## src/fdsm_pkg.sv

```systemverilog
// fdsm_pkg: command codes, result status codes and the controller/datapath
// command and status structs for the queue with second-minimum removal.
// no dependencies
`timescale 1ns / 1ps

package fdsm_pkg;

   localparam int unsigned DATA_W = 32;
   localparam int unsigned OCC_W  = 5;

   typedef enum logic [1:0] {
      CMD_PUSH   = 2'd0,
      CMD_POP    = 2'd1,
      CMD_LIST   = 2'd2,
      CMD_REMOVE = 2'd3
   } cmd_type;

   typedef enum logic [2:0] {
      ST_PUSHED    = 3'd0,
      ST_FULL      = 3'd1,
      ST_POPPED    = 3'd2,
      ST_EMPTY     = 3'd3,
      ST_SHORT     = 3'd4,
      ST_REMOVED   = 3'd5,
      ST_NO_SECOND = 3'd6,
      ST_LISTED    = 3'd7
   } status_type;

   typedef enum logic [1:0] {
      VAL_ZERO = 2'd0,
      VAL_READ = 2'd1,
      VAL_HELD = 2'd2
   } val_sel_type;

   // commands from the controller to the datapath
   typedef struct packed {
      logic        load;          // capture the item, rewind the read index
      logic        rd_en;         // read entry at read index, advance index
      logic        idx_load_pos;  // read index to held position plus one
      logic        hold_head;     // held value from read data, position zero
      logic        scan_clr;      // clear min and second trackers
      logic        scan_upd;      // fold read data into the trackers
      logic        shift_wr;      // write read data one slot toward the head
      logic        push_wr;       // append captured value at the tail
      logic        cnt_dec;       // one entry fewer
      logic        emit;          // register one result
      status_type  status;
      val_sel_type val_sel;
      logic        last;
   } ctrl_type;

   // status from the datapath to the controller
   typedef struct packed {
      cmd_type cmd;
      logic    count_zero;
      logic    count_full;
      logic    count_lt2;
      logic    rd_at_end;   // every held entry has been read
      logic    dvalid;      // read data register holds a fresh entry
      logic    dat_last;    // that entry is the tail
      logic    sec_ok;      // a second distinct value was found
   } stat_type;

endpackage

```

## src/fdsm_datapath.sv

```systemverilog
// fdsm_datapath: entry memory, fill count, read/write indexes, min and second
// trackers and the result registers; driven by fdsm_controller.
// depends on fdsm_pkg
`timescale 1ns / 1ps

module fdsm_datapath #(
   parameter int unsigned DEPTH = 16
) (
   input  logic                               clock,
   input  logic                               reset,
   input  logic [1:0]                         req_command,
   input  logic signed [fdsm_pkg::DATA_W-1:0] req_push_value,
   input  fdsm_pkg::ctrl_type                 ctrl,
   output fdsm_pkg::stat_type                 stat,
   output logic                               rsp_strobe,
   output logic [2:0]                         rsp_status,
   output logic signed [fdsm_pkg::DATA_W-1:0] rsp_item_value,
   output logic                               rsp_last_of_run,
   output logic [fdsm_pkg::OCC_W-1:0]         rsp_occupancy
);

   localparam int unsigned AW   = (DEPTH > 1) ? $clog2(DEPTH) : 1;
   localparam int unsigned CW   = $clog2(DEPTH + 1);
   localparam int unsigned DW   = fdsm_pkg::DATA_W;
   localparam int unsigned OccW = fdsm_pkg::OCC_W;

   logic signed [DW-1:0] mem [DEPTH];

   fdsm_pkg::cmd_type    cmd_ff;
   logic signed [DW-1:0] value_ff;
   logic [CW-1:0]        count_ff, count_in;
   logic [CW-1:0]        rd_idx_ff, rd_idx_in;
   logic [AW-1:0]        wr_idx_ff;
   logic [AW-1:0]        dat_idx_ff;
   logic                 dvalid_ff;
   logic signed [DW-1:0] rdata_ff;

   logic                 min_ok_ff, min_ok_in;
   logic                 sec_ok_ff, sec_ok_in;
   logic signed [DW-1:0] mn_ff, mn_in;
   logic signed [DW-1:0] sec_ff, sec_in;
   logic [AW-1:0]        min_pos_ff, min_pos_in;
   logic [AW-1:0]        sec_pos_ff, sec_pos_in;

   logic                 rsp_strobe_ff;
   fdsm_pkg::status_type rsp_status_ff;
   logic signed [DW-1:0] rsp_value_ff, rsp_value_in;
   logic                 rsp_last_ff;
   logic [OccW-1:0]      rsp_occ_ff;

   logic                 wr_en;
   logic [AW-1:0]        wr_addr;
   logic signed [DW-1:0] wr_data;

   always_comb begin
      count_in = count_ff;
      if (ctrl.push_wr) begin
         count_in = count_ff + CW'(1);
      end else if (ctrl.cnt_dec) begin
         count_in = count_ff - CW'(1);
      end
   end

   always_comb begin
      rd_idx_in = rd_idx_ff;
      if (ctrl.load) begin
         rd_idx_in = '0;
      end else if (ctrl.idx_load_pos) begin
         rd_idx_in = CW'(sec_pos_ff) + CW'(1);
      end else if (ctrl.rd_en) begin
         rd_idx_in = rd_idx_ff + CW'(1);
      end
   end

   // running min and second distinct min, first positions kept
   always_comb begin
      min_ok_in  = min_ok_ff;
      sec_ok_in  = sec_ok_ff;
      mn_in      = mn_ff;
      sec_in     = sec_ff;
      min_pos_in = min_pos_ff;
      sec_pos_in = sec_pos_ff;
      if (ctrl.scan_clr) begin
         min_ok_in = 1'b0;
         sec_ok_in = 1'b0;
      end else if (ctrl.hold_head) begin
         sec_in     = rdata_ff;
         sec_pos_in = '0;
      end else if (ctrl.scan_upd) begin
         if (!min_ok_ff || rdata_ff < mn_ff) begin
            if (min_ok_ff) begin
               sec_in     = mn_ff;
               sec_pos_in = min_pos_ff;
               sec_ok_in  = 1'b1;
            end
            mn_in      = rdata_ff;
            min_pos_in = dat_idx_ff;
            min_ok_in  = 1'b1;
         end else if (rdata_ff != mn_ff && (!sec_ok_ff || rdata_ff < sec_ff)) begin
            sec_in     = rdata_ff;
            sec_pos_in = dat_idx_ff;
            sec_ok_in  = 1'b1;
         end
      end
   end

   assign wr_en   = ctrl.push_wr | ctrl.shift_wr;
   assign wr_addr = ctrl.push_wr ? count_ff[AW-1:0] : wr_idx_ff;
   assign wr_data = ctrl.push_wr ? value_ff : rdata_ff;

   always_ff @(posedge clock) begin
      if (wr_en) begin
         mem[wr_addr] <= wr_data;
      end
      if (ctrl.rd_en) begin
         rdata_ff   <= mem[rd_idx_ff[AW-1:0]];
         dat_idx_ff <= rd_idx_ff[AW-1:0];
      end
   end

   always_comb begin
      unique case (ctrl.val_sel)
         fdsm_pkg::VAL_READ: rsp_value_in = rdata_ff;
         fdsm_pkg::VAL_HELD: rsp_value_in = sec_ff;
         default:            rsp_value_in = '0;
      endcase
   end

   always_ff @(posedge clock) begin
      if (reset) begin
         count_ff      <= '0;
         dvalid_ff     <= 1'b0;
         min_ok_ff     <= 1'b0;
         sec_ok_ff     <= 1'b0;
         rsp_strobe_ff <= 1'b0;
         rd_idx_ff     <= '0;
         wr_idx_ff     <= '0;
         cmd_ff        <= fdsm_pkg::CMD_PUSH;
      end else begin
         count_ff      <= count_in;
         dvalid_ff     <= ctrl.rd_en;
         min_ok_ff     <= min_ok_in;
         sec_ok_ff     <= sec_ok_in;
         rsp_strobe_ff <= ctrl.emit;
         rd_idx_ff     <= rd_idx_in;
         if (ctrl.load) begin
            cmd_ff <= fdsm_pkg::cmd_type'(req_command);
         end
         if (ctrl.idx_load_pos) begin
            wr_idx_ff <= sec_pos_ff;
         end else if (ctrl.shift_wr) begin
            wr_idx_ff <= wr_idx_ff + AW'(1);
         end
      end
   end

   always_ff @(posedge clock) begin
      mn_ff      <= mn_in;
      sec_ff     <= sec_in;
      min_pos_ff <= min_pos_in;
      sec_pos_ff <= sec_pos_in;
      if (ctrl.load) begin
         value_ff <= req_push_value;
      end
      if (ctrl.emit) begin
         rsp_status_ff <= ctrl.status;
         rsp_value_ff  <= rsp_value_in;
         rsp_last_ff   <= ctrl.last;
         rsp_occ_ff    <= OccW'(count_in);
      end
   end

   assign stat.cmd        = cmd_ff;
   assign stat.count_zero = (count_ff == '0);
   assign stat.count_full = (count_ff >= CW'(DEPTH));
   assign stat.count_lt2  = (count_ff < CW'(2));
   assign stat.rd_at_end  = (rd_idx_ff == count_ff);
   assign stat.dvalid     = dvalid_ff;
   assign stat.dat_last   = ((CW'(dat_idx_ff) + CW'(1)) == count_ff);
   assign stat.sec_ok     = sec_ok_ff;

   assign rsp_strobe      = rsp_strobe_ff;
   assign rsp_status      = rsp_status_ff;
   assign rsp_item_value  = rsp_value_ff;
   assign rsp_last_of_run = rsp_last_ff;
   assign rsp_occupancy   = rsp_occ_ff;

endmodule

```

## src/fdsm_controller.sv

```systemverilog
// fdsm_controller: state machine that sequences push, pop, list and
// second-minimum removal over the datapath.
// depends on fdsm_pkg
`timescale 1ns / 1ps

module fdsm_controller (
   input  logic               clock,
   input  logic               reset,
   input  logic               start,
   output logic               busy,
   input  fdsm_pkg::stat_type stat,
   output fdsm_pkg::ctrl_type ctrl
);

   typedef enum logic [2:0] {
      S_IDLE,
      S_DISPATCH,
      S_POP_CAP,
      S_LIST,
      S_SCAN,
      S_DECIDE,
      S_SHIFT_START,
      S_SHIFT
   } state_type;

   state_type state_ff, state_in;

   always_comb begin
      state_in = state_ff;
      ctrl     = '0;
      unique case (state_ff)
         S_IDLE: begin
            if (start) begin
               ctrl.load = 1'b1;
               state_in  = S_DISPATCH;
            end
         end
         S_DISPATCH: begin
            ctrl.last = 1'b1;
            unique case (stat.cmd)
               fdsm_pkg::CMD_PUSH: begin
                  ctrl.emit = 1'b1;
                  if (stat.count_full) begin
                     ctrl.status = fdsm_pkg::ST_FULL;
                  end else begin
                     ctrl.push_wr = 1'b1;
                     ctrl.status  = fdsm_pkg::ST_PUSHED;
                  end
                  state_in = S_IDLE;
               end
               fdsm_pkg::CMD_POP: begin
                  if (stat.count_zero) begin
                     ctrl.emit   = 1'b1;
                     ctrl.status = fdsm_pkg::ST_EMPTY;
                     state_in    = S_IDLE;
                  end else begin
                     ctrl.rd_en = 1'b1;
                     state_in   = S_POP_CAP;
                  end
               end
               fdsm_pkg::CMD_LIST: begin
                  if (stat.count_zero) begin
                     ctrl.emit   = 1'b1;
                     ctrl.status = fdsm_pkg::ST_EMPTY;
                     state_in    = S_IDLE;
                  end else begin
                     state_in = S_LIST;
                  end
               end
               default: begin
                  if (stat.count_lt2) begin
                     ctrl.emit   = 1'b1;
                     ctrl.status = fdsm_pkg::ST_SHORT;
                     state_in    = S_IDLE;
                  end else begin
                     ctrl.scan_clr = 1'b1;
                     state_in      = S_SCAN;
                  end
               end
            endcase
         end
         S_POP_CAP: begin
            ctrl.hold_head = 1'b1;
            state_in       = S_SHIFT_START;
         end
         S_LIST: begin
            ctrl.rd_en = !stat.rd_at_end;
            if (stat.dvalid) begin
               ctrl.emit    = 1'b1;
               ctrl.status  = fdsm_pkg::ST_LISTED;
               ctrl.val_sel = fdsm_pkg::VAL_READ;
               ctrl.last    = stat.dat_last;
               if (stat.dat_last) begin
                  state_in = S_IDLE;
               end
            end
         end
         S_SCAN: begin
            ctrl.rd_en    = !stat.rd_at_end;
            ctrl.scan_upd = stat.dvalid;
            if (stat.dvalid && stat.dat_last) begin
               state_in = S_DECIDE;
            end
         end
         S_DECIDE: begin
            if (stat.sec_ok) begin
               state_in = S_SHIFT_START;
            end else begin
               ctrl.emit   = 1'b1;
               ctrl.status = fdsm_pkg::ST_NO_SECOND;
               ctrl.last   = 1'b1;
               state_in    = S_IDLE;
            end
         end
         S_SHIFT_START: begin
            ctrl.idx_load_pos = 1'b1;
            state_in          = S_SHIFT;
         end
         S_SHIFT: begin
            ctrl.rd_en    = !stat.rd_at_end;
            ctrl.shift_wr = stat.dvalid;
            if (stat.rd_at_end && !stat.dvalid) begin
               ctrl.cnt_dec = 1'b1;
               ctrl.emit    = 1'b1;
               ctrl.val_sel = fdsm_pkg::VAL_HELD;
               ctrl.last    = 1'b1;
               ctrl.status  = (stat.cmd == fdsm_pkg::CMD_POP) ?
                              fdsm_pkg::ST_POPPED : fdsm_pkg::ST_REMOVED;
               state_in     = S_IDLE;
            end
         end
         default: begin
            state_in = S_IDLE;
         end
      endcase
   end

   always_ff @(posedge clock) begin
      if (reset) begin
         state_ff <= S_IDLE;
      end else begin
         state_ff <= state_in;
      end
   end

   assign busy = (state_ff != S_IDLE);

endmodule

```

## src/fifo_delete_second_min.sv

```systemverilog
// fifo_delete_second_min: top level of the bounded ordered queue with
// second-minimum removal; joins fdsm_controller and fdsm_datapath.
// depends on fdsm_pkg, fdsm_controller, fdsm_datapath
`timescale 1ns / 1ps

// a queue of up to DEPTH signed 32-bit entries, head at slot zero. an item is
// taken when start is high and busy is low; busy stays high until the last
// result of that item is on the rsp_ ports. every result shows for exactly one
// cycle with rsp_strobe high and cannot be held off, so the receiver must take
// it in that cycle. rsp_last_of_run marks the final result of an item and
// rsp_occupancy gives the entry count after the item (low 5 bits).
// pop reads the head and shifts the entries behind it toward the head;
// remove runs one scan pass plus a shift pass over the entries behind the
// removed one, longest when it is the head. push when full, pop or list when
// empty, remove on a short queue and remove with no second distinct value
// give a single status result. the passes are paced by the single read port
// of the entry memory: scan, list and the gap-closing shift each move one
// entry per cycle

module fifo_delete_second_min #(
   parameter int unsigned DEPTH = 16
) (
   input  logic                               clock,
   input  logic                               reset,
   input  logic                               start,
   output logic                               busy,
   input  logic [1:0]                         req_command,
   input  logic signed [fdsm_pkg::DATA_W-1:0] req_push_value,
   output logic                               rsp_strobe,
   output logic [2:0]                         rsp_status,
   output logic signed [fdsm_pkg::DATA_W-1:0] rsp_item_value,
   output logic                               rsp_last_of_run,
   output logic [fdsm_pkg::OCC_W-1:0]         rsp_occupancy
);

   // command and status between the sequencer and the data side
   fdsm_pkg::ctrl_type ctrl;
   fdsm_pkg::stat_type stat;

   // sequencer: dispatches the item, runs scan, list and shift passes
   fdsm_controller u_ctrl (
      .clock (clock),
      .reset (reset),
      .start (start),
      .busy  (busy),
      .stat  (stat),
      .ctrl  (ctrl)
   );

   // entry memory, trackers and the registered result
   fdsm_datapath #(
      .DEPTH (DEPTH)
   ) u_dp (
      .clock           (clock),
      .reset           (reset),
      .req_command     (req_command),
      .req_push_value  (req_push_value),
      .ctrl            (ctrl),
      .stat            (stat),
      .rsp_strobe      (rsp_strobe),
      .rsp_status      (rsp_status),
      .rsp_item_value  (rsp_item_value),
      .rsp_last_of_run (rsp_last_of_run),
      .rsp_occupancy   (rsp_occupancy)
   );

endmodule
```

## config.mk

```make
export PLATFORM = sky130hd
export DESIGN_NAME = fifo_delete_second_min
export DESIGN_NICKNAME = d
export VERILOG_FILES = /design/src/fdsm_pkg.sv /design/src/fdsm_datapath.sv /design/src/fdsm_controller.sv /design/src/fifo_delete_second_min.sv
export SDC_FILE = /design/constraint.sdc
export NUM_CORES = 1
export LEC_CHECK = 0
export ABC_AREA = 1
export BUFFER_PORTS_ARGS = -buffer_cell sky130_fd_sc_hd__buf_2
export CAP_MARGIN = 20
export CORE_MARGIN = 3
export CORE_UTILIZATION = 45
export DETAILED_ROUTE_END_ITERATION = 8
export GPL_ROUTABILITY_DRIVEN = 0
export SLEW_MARGIN = 5
export SYNTH_ARGS = -nofsm -noshare
export SYNTH_HDL_FRONTEND = slang
export SYNTH_HIERARCHICAL = 1
export SYNTH_SLANG_ARGS = --single-unit
```

## constraint.sdc

```tcl
create_clock -name clock -period 7.69 [get_ports clock]
set_input_delay 0.769 -clock clock [delete_from_list [all_inputs] [get_ports clock]]
set_output_delay 0.769 -clock clock [all_outputs]
set_load 0.01 [all_outputs]
```

After elaboration in Yosys (flattened, before gate mapping). Memories as Yosys holds them, arrays and structs flattened. A register that Yosys moved wholly into a read port is not among the register bits. Cells that the tools add are included. W data, S select, Z words.

Add/sub/neg operators: 6. Magnitude comparators: 4. Reduce and logical (&&, ||, !) cells: 28. Bitwise gates (word level): 3. Muxes and demuxes: 62. Eq/ne operators: 21.

Operators with widths (number): $mux W32 (6); $lt A32 B32 Y1 (2); $pmux W32 S2 (1); $mux W4 (10); $ne A32 B32 Y1 (1); $mux W3 (8); $pmux W3 S8 (1); $mux W1 (22); $mux W5 (4); $pmux W4 S4 (1); $eq A3 B3 Y1 const B (4); $reduce_and A4 Y1 (3); $add A4 B1 Y5 const B (2); $add A5 B1 Y5 const B (2); $eq A5 B5 Y1 (2); $ne A2 B1 Y1 const B (5); $pmux W3 S3 (1); $mux W8 (1); $pmux W4 S2 (1); $reduce_bool A2 Y1 (4); $mux W7 (1); $eq A3 B2 Y1 const B (2); $reduce_bool A3 Y1 (2); $reduce_or A2 Y1 (3); other kinds (24) (35).

Bits in writable memories: 512. Memories kept: 1. Bits of input ports: 37. Output and inout port bits: 43. Bits in registers: 172.

Memory list: u_dp.mem (depth 16, bits a word 32, rd ports 1, clocked after memory_dff 1, write ports 1, RTL line fdsm_datapath.sv:27) `logic signed [DW-1:0] mem [DEPTH];`.

Depth between registers and ports, before layout.
Depth in word-level cells: 7. Mapped depth: 18. Gate-level depth less buffers: 18.

Modules after synthesis. The synthesis kept the hierarchy.

Modules (own cells, without submodules): fdsm_datapath (times used 1, cells an instance 2304, area an instance 30117.6 um^2, sequential area each 21210.3 um^2); fdsm_controller (times used 1, cells an instance 95, area an instance 511.7 um^2, sequential area each 60.1 um^2).

Least setup slack after synthesis. No wires, ideal clock.

Path type: register to register. From: reg u_dp.rdata_ff[21], read port of u_dp.mem. To: reg u_dp.sec_ff[0], enable pin. Arrival: 3484 ps. Required time: 7249 ps. Slack: 3764 ps. Cell stages (with the launch flop): 13. Path buffers: 0. Library setup time: 441 ps. Cell sequence: edfxtp_1 -> ha_1 -> a21oi_1 -> nor2_1 -> a211oi_2 -> o21ai_0 -> a21oi_2 -> nand2_1 -> nand2_1 -> nand2_4 -> nand2_1 -> nand3_1 -> a21oi_1.

Word-level cells in the longest chain between the ends: 5. Elaborated cells between the ends (all ways): 9.

Ends and longest elaborated chain: start: declaration (RTL line fdsm_datapath.sv:36) `logic signed [DW-1:0] rdata_ff;`; $lt A32 B32 Y1 (RTL line fdsm_datapath.sv:99) `end else if (rdata_ff != mn_ff && (!sec_ok_ff || rdata_ff < sec_ff)) begin`; $logic_or A1 B1 Y1 (RTL line fdsm_datapath.sv:99); $logic_and A1 B1 Y1 (RTL line fdsm_datapath.sv:99); $reduce_bool A3 Y1 (no line); $reduce_and A4 Y1 (no line) *; end signal: assignment (RTL line fdsm_datapath.sv:159) `sec_ff <= sec_in;`; end: declaration (RTL line fdsm_datapath.sv:41) `logic signed [DW-1:0] sec_ff, sec_in;`.

Mark *: on every way between the ends. The rest lies on a longest branch, timed or not. A chain may end at the register's enable or synchronous reset.

==> results.tsv <==
metric	value	unit
clock latency reported for the late side of the worst-skew pair	0.64	ns
Async SR Flop Fraction	0	%
largest driver fanout on the critical path	44	
hold path startpoint	req_push_value[2]	
clk slew on worst S/H paths	0.06	ns
total power	0.00918	W
dpl hpwl	41500	um
hold path endpoint	u_dp/value_ff[2]$_DFFE_PP_	
aggregate global-route resource usage	19.6	%
leakage	12.1	nW
post-route minimum period	4.71	ns
net switching power figure	0.00214	W
Rows	95	
setup slack on the worst flop-to-flop path	2.98	ns
element type at the critical path end	flop	
R2R Path End	u_dp/mem[12][8]$_DFFE_PP_	
die area	71200	um2
class of the tightest hold or removal check	in2reg	
number of global-route vias before repair	18100	
count of nets after finishing	2582	
Reg-to-Reg Start	u_ctrl/state_ff[2]$_SDFFE_PP0P_	
H-tree level count	3	
Worst Reg2Reg Path Length in Cells	10	
number of setup violations in the final report	0	
root buffer cell	sky130_fd_sc_hd__clkbuf_16	
Max rail drop VDD	0.157	mV
Bufs on Longest Clock Path	3	
final worst-path cycle share	61.2	%
routed wire length per instance	20.4	um
number of placed cells counting well taps	3257	
main flop type after synthesis	sky130_fd_sc_hd__edfxtp_1	
count of distinct cell types in the synthesized netlist	46	
area growth from synthesis to layout	13.4	%
Seq cells post-synth	716	
Yosys warning total	6	
CTS hold repair buffers	0	
number of I/O port buffers	79	
via count of the routed design	18400	
detailed-route DRC error count	0	
I/O pin count	80	
portion of total power attributed to combinational logic	7.9	%
max-capacitance violation count	0	
largest net degree at the start of global routing	91	
Mean Syn Cell Area	12.8	um2
critical path arrival	4.98	ns
cell area after synthesis	30600	um2
actual slew at the worst max-slew pin	1.11	ns
Synth Net Count	2511	
hold-critical path depth	1	
fraction of layout instances using a drive strength above 1	11.9	%
number of slew-limit violations in the final report	0	
fraction of power consumed by the clock network	41.3	%
Die Wd	267	um
number of buffers inserted to repair setup after CTS	0	
TritonCTS clock tree	done	
skew final	0.0260	ns
Final Instance Count excl. Fillers	3406	
starting utilization of the core area	45.5	%
sort of element at the start of the critical path	flop	
post-detailed-routing wire length	69500	um
remaining number of nets flagged by the antenna check after routing	0	
number of iterations in the first detailed-routing pass	5	
RSZ-0062 raised after global routing	no	
final sum of negative setup slack	0	ns
drt initial violations	1660	
normalized max-slew margin	25.9	%
type of the worst setup path	reg2reg	
gate count of the mapped netlist	2399	
switching fraction of total power	23.3	%
Pwr per Cell Area	264	nW/um2
cell-internal power	0.00704	W
leftover overflow at the end of global routing	0	
Req. time, crit path	7.96	ns
Sequential Power Share	50.8	%
status	finished clean	
register area share after synthesis	69.4	%
initial antenna violation count	0	
core region area	67300	um2
CTS Buf Count	77	
post-cts sizing count	0	
first-pass GRT wire length	106000	um
CTS sink count	716	
Vias per Instance	5.41	
Fmax	212	MHz
Fin. Hold Viols	0	
count of flip-flops with a built-in enable after synthesis	693	
Chip Height	267	um
## worst max-delay path, stage by stage, from the launching register on
cell	delay, ns
sky130_fd_sc_hd__dfxtp_1	0.37
sky130_fd_sc_hd__inv_2	0.14
sky130_fd_sc_hd__nand3_1	0.17
sky130_fd_sc_hd__nor3_2	0.15
sky130_fd_sc_hd__buf_4	0.51
sky130_fd_sc_hd__clkinv_1	0.86
sky130_fd_sc_hd__buf_4	0.51
sky130_fd_sc_hd__a21oi_1	0.31
sky130_fd_sc_hd__nand3_1	0.37
sky130_fd_sc_hd__nor2_4	0.47
sky130_fd_sc_hd__buf_4	0.46
## worst max-delay path by stage
stage | start | endpoint | slack [ns] | depth (start not counted)
after CTS | u_ctrl/state_ff[2]$_SDFFE_PP0P_ | u_dp/mem[12][27]$_DFFE_PP_ | 2.92 | 10
after global routing | u_dp/cmd_ff[0]$_SDFFE_PP0P_ | u_dp/mem[12][10]$_DFFE_PP_ | 2.69 | 11
after floorplan | u_dp/rdata_ff[21]$_DFFE_PP_ | u_dp/sec_ff[0]$_DFFE_PP_ | 3.76 | 12
after global placement | u_dp/cmd_ff[0]$_SDFFE_PP0P_ | u_dp/mem[10][10]$_DFFE_PP_ | 2.94 | 10
final | u_ctrl/state_ff[2]$_SDFFE_PP0P_ | u_dp/mem[12][8]$_DFFE_PP_ | 2.98 | 10
after detailed placement | u_ctrl/state_ff[2]$_SDFFE_PP0P_ | u_dp/mem[12][5]$_DFFE_PP_ | 2.93 | 10
## final cells by class
type | instances | area (um2)
clock buffers | 93 | 2070
diodes | 1 | 2.50
repair buffers | 114 | 783
inverters | 266 | 1000
fillers | 5637 | 32600
well taps | 873 | 1090
clock inverters | 48 | 546
multi-input cells | 1295 | 7950
flip-flops and latches | 716 | 21300
## layer usage
layer,up-vias,global-route usage [%],wire [um]
li1,8790,-,-
met1,9055,27.2,31800
met2,468,32.1,32900
met3,120,2.76,3260
met4,0,6.52,1620
met5,-,0,0
## cell usage in the layout, fill, tap and decap left out, drive strengths merged, types with 2 or more instances in the layout
cell type / Yosys / routed
edfxtp: 693 / 693
a21oi: 205 / 205
clkinvlp: 0 / 2
o22ai: 2 / 2
mux2i: 128 / 128
clkinv: 2 / 34
xnor2: 4 / 4
nor3: 6 / 6
clkbuf: 70 / 93
a31oi: 6 / 6
or2: 4 / 4
o211ai: 131 / 131
nand3: 65 / 65
nand4: 7 / 7
a211oi: 3 / 3
xor2: 7 / 7
and2: 2 / 2
inv: 264 / 268
bufinv: 0 / 10
nand2: 353 / 353
ha: 75 / 75
nor2: 65 / 65
dfxtp: 23 / 23
o21ai: 221 / 221
buf: 52 / 114
o21a: 2 / 2
nor4: 2 / 2
## cell usage after synthesis (3+ instances only)
cell | instances | share of area [%]
sky130_fd_sc_hd__inv_1 | 261 | 3.2
sky130_fd_sc_hd__a21oi_1 | 203 | 3.3
sky130_fd_sc_hd__or2_2 | 3 | 0.061
sky130_fd_sc_hd__clkbuf_1 | 70 | 0.86
sky130_fd_sc_hd__inv_2 | 3 | 0.037
sky130_fd_sc_hd__nor3_1 | 6 | 0.098
sky130_fd_sc_hd__mux2i_1 | 128 | 4.2
sky130_fd_sc_hd__nand4_1 | 7 | 0.14
sky130_fd_sc_hd__o211ai_1 | 130 | 3.2
sky130_fd_sc_hd__buf_1 | 14 | 0.17
sky130_fd_sc_hd__nand3_1 | 65 | 1.1
sky130_fd_sc_hd__a31oi_1 | 6 | 0.12
sky130_fd_sc_hd__dfxtp_1 | 23 | 1.5
sky130_fd_sc_hd__xnor2_1 | 4 | 0.11
sky130_fd_sc_hd__buf_4 | 6 | 0.15
sky130_fd_sc_hd__buf_2 | 25 | 0.41
sky130_fd_sc_hd__o21ai_2 | 31 | 0.89
sky130_fd_sc_hd__xor2_1 | 7 | 0.20
sky130_fd_sc_hd__ha_1 | 75 | 3.1
sky130_fd_sc_hd__nor2_1 | 63 | 0.77
sky130_fd_sc_hd__o21ai_0 | 190 | 3.1
sky130_fd_sc_hd__buf_6 | 7 | 0.26
sky130_fd_sc_hd__edfxtp_1 | 693 | 68
sky130_fd_sc_hd__nand2_1 | 349 | 4.3
## metrics by stage
step	util, %	hold WS, ns	setup WS (ns)	instance area [um2]
6_report	51.6	0.311	2.98	34700
5_1_grt	51.6	0.286	2.69	34700
4_1_cts	51.4	0.273	2.92	34600
3_5_place_dp	47.5	0.528	2.93	32000
3_3_place_gp	47.4	0.510	2.94	31900
2_1_floorplan	-	0.406	3.76	30600
## power by group through the flow
stage / clock network (W) / logic [W] / registers (W)
detailed placement: 0 / 0.000722 / 0.00475
global placement: 0 / 0.000699 / 0.00475
global route: 0.00402 / 0.000808 / 0.00468
finish: 0.00379 / 0.000723 / 0.00467
CTS: 0.00387 / 0.000723 / 0.00467
floorplan: 0 / 0.000412 / 0.00474
## sequential cells by signal, indices dropped and copies added (netlist names), 5 cells and up
register             flops
u_dp/rd_idx_ff           5
u_dp/mem               512
u_dp/sec_ff             32
u_dp/mn_ff              32
u_dp/rsp_item_value     32
u_dp/rdata_ff           32
u_dp/value_ff           32
u_dp/count_ff            5
u_dp/rsp_occupancy       5
## cells by family after synthesis
logic type | Yosys count | share of synthesized area, %
XOR/XNOR | 11 | 0.315
adder cells (fa/ha/maj) | 75 | 3.06
multiplexers | 128 | 4.18
AND/OR/NAND/NOR | 506 | 6.86
buffers and inverters | 388 | 5.10
AO/OA/AOI/OAI | 575 | 11.0
flip-flops | 716 | 69.4
No activity file was read; power rests on OpenSTA's default activity.
